**src/mlrt_pkg.sv**
```systemverilog
// ----------------------------------------------------------------------------
// mlrt_pkg - shared types and constants of the label route table
// Field widths, operation and status codes and the result beat type.
// ----------------------------------------------------------------------------
package mlrt_pkg;

    // default sizes of the table
    localparam int unsigned ROUTES_DEF   = 64;
    localparam int unsigned HOPS_DEF     = 4;
    localparam int unsigned PROTOCOLS_DEF = 2;

    // fixed field widths
    localparam int unsigned LABEL_W = 20;
    localparam int unsigned ID_W    = 8;
    localparam int unsigned INTF_W  = 4;

    typedef enum logic [1:0] {
        KIND_INSTALL   = 2'd0,
        KIND_UNINSTALL = 2'd1,
        KIND_FORWARD   = 2'd2,
        KIND_NONE      = 2'd3
    } kind_t;

    typedef enum logic [2:0] {
        ST_OK         = 3'd0,
        ST_DUP        = 3'd1,
        ST_NO_ROUTE   = 3'd2,
        ST_NO_HOP     = 3'd3,
        ST_TABLE_FULL = 3'd4,
        ST_SLOTS_FULL = 3'd5,
        ST_NO_ACTIVE  = 3'd6
    } status_t;

    typedef struct packed {
        status_t             status;
        logic [ID_W-1:0]     hop;
        logic [INTF_W-1:0]   intf;
    } result_t;

endpackage

```
**src/mlrt_out_reg.sv**
```systemverilog
// ----------------------------------------------------------------------------
// mlrt_out_reg - result output register
// Holds one result beat until the receiver takes it.
// ----------------------------------------------------------------------------
module mlrt_out_reg
    import mlrt_pkg::*;
(
    input  logic    clk,
    input  logic    rst_n,
    input  logic    load,
    input  result_t load_data,
    output logic    free,
    output logic    out_valid,
    input  logic    out_ready,
    output result_t data
);

    logic    valid_reg;
    result_t data_reg;

    // room for a new beat when empty or being drained
    assign free      = !valid_reg || out_ready;
    assign out_valid = valid_reg;
    assign data      = data_reg;

    // valid flag
    always_ff @(posedge clk or negedge rst_n)
    begin
        if (!rst_n)
        begin
            valid_reg <= 1'b0;
        end
        else if (load && free)
        begin
            valid_reg <= 1'b1;
        end
        else if (out_ready)
        begin
            valid_reg <= 1'b0;
        end
    end

    // payload
    always_ff @(posedge clk)
    begin
        if (load && free)
        begin
            data_reg <= load_data;
        end
    end

endmodule

```
**config.mk**
```make
export PLATFORM = sky130hd
export DESIGN_NAME = mlrt_out_reg
export DESIGN_NICKNAME = d
export VERILOG_FILES = /design/src/mlrt_pkg.sv /design/src/mlrt_out_reg.sv
export SDC_FILE = /design/constraint.sdc
export NUM_CORES = 1
export LEC_CHECK = 0
export BUFFER_PORTS_ARGS = -buffer_cell sky130_fd_sc_hd__buf_2
export CELL_PAD_IN_SITES_DETAIL_PLACEMENT = 0
export CELL_PAD_IN_SITES_GLOBAL_PLACEMENT = 1
export CORE_UTILIZATION = 28
export CTS_BUF_LIST = sky130_fd_sc_hd__clkbuf_4 sky130_fd_sc_hd__clkbuf_8
export DETAILED_ROUTE_END_ITERATION = 6
export GPL_ROUTABILITY_DRIVEN = 0
export PLACE_DENSITY_LB_ADDON = 0.1
export SETUP_SLACK_MARGIN = 0.2
export SYNTH_ARGS = -nofsm -noshare
export SYNTH_HDL_FRONTEND = slang
export SYNTH_SLANG_ARGS = --single-unit
```
**constraint.sdc**
```tcl
create_clock -name clk -period 1 [get_ports clk]
set_input_delay 0.15 -clock clk [delete_from_list [all_inputs] [get_ports clk]]
set_output_delay 0.15 -clock clk [all_outputs]
set_load 0.02 [all_outputs]
```
## Word-level counts from Yosys, hierarchy flattened

Cells that the tools add are included.

- Multiplexer cells: 2
- Reduce and logical (&&, ||, !) cells: 4

Operators by type and width:

| kind | number |
|---|---|
| $mux 1 | 2 |
| $reduce_bool 2->1 | 1 |
| $logic_and 1x1->1 | 1 |
| $logic_not 1->1 | 1 |
| $logic_or 1x1->1 | 1 |

- Output and inout bits: 17
- Flip-flop bits (word level): 16

## Depth between registers and ports, before layout

- Word-level depth: 4
- Mapped depth: 2
- Depth with buffers taken out: 2

## Worst setup path after synthesis

OpenSTA, ideal clock, no wires.

- Path type: reg-to-reg
- Start point: register valid_reg, in the netlist out_valid
- End point: register data_reg, in the netlist data[0] (enable)
- Clock period less this slack: 1.155 ns
- Arrival: 0.844 ns
- Cell stages (with the launch flop): 3
- Path slack: -0.155 ns
- Path buffers: 0
- Cell sequence: dfrtp_1 > nand2b_4 > and2_4

- Cells in the longest elaborated chain, start to end: 3

RTL lines:

| what | line | source |
|---|---|---|
| from (decl) | mlrt_out_reg.sv:18 | `logic valid_reg;` |
| from (signal assigned) | mlrt_out_reg.sv:31 | `valid_reg <= 1'b0;` |
| from (signal assigned) | mlrt_out_reg.sv:35 | `valid_reg <= 1'b1;` |
| from (signal assigned) | mlrt_out_reg.sv:39 | `valid_reg <= 1'b0;` |
| $logic_not 1->1 | mlrt_out_reg.sv:22 | `assign free = !valid_reg \|\| out_ready;` |
| $logic_or 1x1->1 | mlrt_out_reg.sv:22 |  |
| via free | mlrt_out_reg.sv:12 | `output logic free,` |
| $logic_and 1x1->1 | mlrt_out_reg.sv:46 | `if (load && free)` |
| to (signal assigned) | mlrt_out_reg.sv:48 | `data_reg <= load_data;` |
| to (decl) | mlrt_out_reg.sv:19 | `result_t data_reg;` |

The timed path passes the listed nets, and every way through them passes these cells.
A chain may end at the register's enable or synchronous reset.

## Worst setup path in the final report

- Start point: register valid_reg, in the netlist out_valid
- End point: output port free

- Cells in the longest elaborated chain, start to end: 2

RTL lines:

| what | line |
|---|---|
| $logic_not 1->1 | mlrt_out_reg.sv:22 |
| $logic_or 1x1->1 | mlrt_out_reg.sv:22 |
| to (decl) | mlrt_out_reg.sv:12 |

No other way between the ends.

==> flow_summary.yaml <==
die:
  initial_core_util_pct: 31.6
  pin_count: 36
  chipWidth_um: 44.4
  fp.dieArea_mm2: 0.00197
  placementRows: 14
  core-area_mm2: 0.00159
  die_y_um: 44.4
final_layout:
  finalInstanceArea_um2: 881
  num_antenna_cells: 0
  drive_gt1_share_pct: 72.6
  largest_register_ffs: 15
  num-nets-final: 82
  area_growth_syn_to_layout_pct: 74.7
  fin_cells: 86
  postLayoutCoreUtil_pct: 55.3
global_routing:
  track_usage_pct: 9.42
  grt_max_degree: 16
  antenna_found_initial: 0
  grt_pass1_vias: 346
  grt_pass1_wl_mm: 1.30
  overflow: 0
drt:
  drt_iter0_drc: 5
  drc: 0
  wirelength_um: 881
  postRouteAntennaNets: 0
  wl_per_cell_um: 10.2
  viasPerCell: 3.86
  num_vias: 332
  drt_pre_antenna_iters: 3
critical_path:
  setup.worst_path.start: "out_valid"
  rr_startpoint: "out_valid"
  worst-endpoint-arrival_ns: 0.96
  critPathKind: "flop to output pin"
  cp_max_fo: 2
  slowest_delay_ns: 0.42
  cp.required_ns: 0.85
  cpMostUsedCell: "buf_6"
  reg2regPathDepth: 2
  path_cells: "nand2b_4, buf_6, buf_6"
  r2r-end: "data[5]"
  crit_end: "free"
  cp-end-kind: "output pin"
  r2r_setup_slack_ns: -0.06
  critPathLaunchType: "flop"
  crit_path_top_delay_cell: "dfrtp_2"
timing:
  skew_ns: 0.00379
  setup_violations: 17
  timing.fmax_ghz: 0.897
  finalHoldViolCount: 0
  slew_viol_final: 0
  rsz0062_at_grt: "true"
  whs_ns: 0.0455
  worst_slack_ns: -0.115
  fin_crit_sh_pct: 111
  tightest_slew_ns: 0.195
  post-route-min-period_ns: 1.11
  slew_headroom_pct: 87.0
yosys:
  synth_nets: 38
  yosys.area_share.simple_pct: 5.71
  yosys-top-cells-area: "edfxtp_1 (89%), dfrtp_1 (5.0%), nand2b_4 (2.7%)"
  synth_top_area_share_pct: 89.3
  synth_compound_area_share_pct: 0
  avgSynthCellArea_um2: 26.5
  synthCells: 19
  synth_xor_area_share_pct: 0
  ys_warn_count: 0
  synth_top_family_by_area: "simple AND/OR/NAND/NOR gates"
  synthesis.area_um2: 504
  synth.area.mux_share_pct: 0
  yosysUniqueCellTypes: 5
  synth_adder_area_share_pct: 0
  ys_seq_area_share_pct: 94.3
  synth_seq_cells: 16
  synth_area_leader_cell: "edfxtp_1"
clock_network:
  cts_htree_levels: 1
  clock_sinks: 16
  clockBufferDepth: 2
  path_clk_slew_ns: 0.09
  cts_tree: "done"
  cts_inserted_buffers: 3
  cts-root-buf: "clkbuf_4"
  clk_latency_ns: 0.27
placed_design:
  portBuffers: 35
  dp_hpwl_um: 623
  dp_cells: 79
  place_area_um2: 718
min_path:
  min_path_type: "primary input to flop"
pwr:
  peakVddDrop_v: 0.000782
  p_per_area_mw_per_mm2: 1540
  finalPower_uw: 1360
  p_leak_uw: 0.000379
run_status:
  status: "finished with violations"
  violations: "setup timing"
flow_run:
  timing.max_cap.violations: 0
-- cell type report --
type                    instances  area [um^2]
clock buffers                   4         30.0
fillers                       127          713
multi-input cells               3         28.8
flip-flops and latches         16          477
well taps                      24         30.0
repair buffers                 39          315
-- how the worst min path moves through the flow --
stage                            start   endpoint  slack, ns  cells past startpoint
after floorplan                  rst_n  out_valid      -0.15                      0
after global placement           rst_n  out_valid      -0.08                      1
after detailed placement         rst_n  out_valid      -0.07                      1
after CTS                 load_data[1]    data[1]       0.03                      1
after global routing      load_data[3]    data[3]       0.03                      1
final                     load_data[1]    data[1]       0.05                      1
-- worst max-delay path, delay by kind of cell (launching register included) --
family / cells / cell delay [ns]
flip-flops: 1 / 0.42
buffers and inverters: 2 / 0.19
AND/OR/NAND/NOR: 1 / 0.08
-- Yosys cell counts (all sizes together) --
cell type  instances
dfrtp              1
and2               1
edfxtp            15
nand2b             2
-- report_power, final --
| group | internal [uW] | total, uW | leakage (uW) | switching, uW |
|---|---|---|---|---|
| combinational | 112 | 204 | 0.000208 | 91.3 |
| sequential | 777 | 794 | 0.000153 | 16.9 |
| clock | 181 | 361 | 0.0000184 | 180 |
| total | 1070 | 1360 | 0.000379 | 288 |
-- layer usage --
metal | vias to the layer above | global-route usage, % | share of wire, %
met2 | 22 | 20.3 | 62
met4 | 0 | 3.64 | 0
li1 | 158 | - | -
met3 | 0 | 3.67 | 9.2
met1 | 152 | 6.72 | 29
met5 | - | 0 | 0
-- cells in the final DEF, fill, tap and decap left out --
| master | count |
|---|---|
| buf_4 | 1 |
| dlygate4sd3_1 | 1 |
| buf_6 | 18 |
| and2_4 | 1 |
| edfxtp_1 | 15 |
| buf_2 | 19 |
| nand2b_4 | 1 |
| dfrtp_2 | 1 |
| clkbuf_4 | 4 |
| nand2b_1 | 1 |
-- cells by family (layout without fill, tap and decap cells) --
kind of cell | after synthesis | in the layout
buffers and inverters | 0 | 43
AND/OR/NAND/NOR | 3 | 3
flip-flops | 16 | 16
-- stage by stage --
stage | setup WS, ns | TNS, ns
6_report | -0.115 | -0.944
5_1_grt | -0.153 | -1.64
4_1_cts | -0.126 | -1.09
3_5_place_dp | -0.0495 | -0.736
3_3_place_gp | -0.0338 | -0.502
2_1_floorplan | -0.120 | -1.81
-- repair_timing --
item,in CTS,in global routing
endpoints found under the setup margin,32,33
resized for setup,33,1
pin swaps,0,1
hold buffers,1,0
cloned,0,0
setup buffers,1,1
hold endpoints to repair,1,0
(Power assumes the default switching activity.)
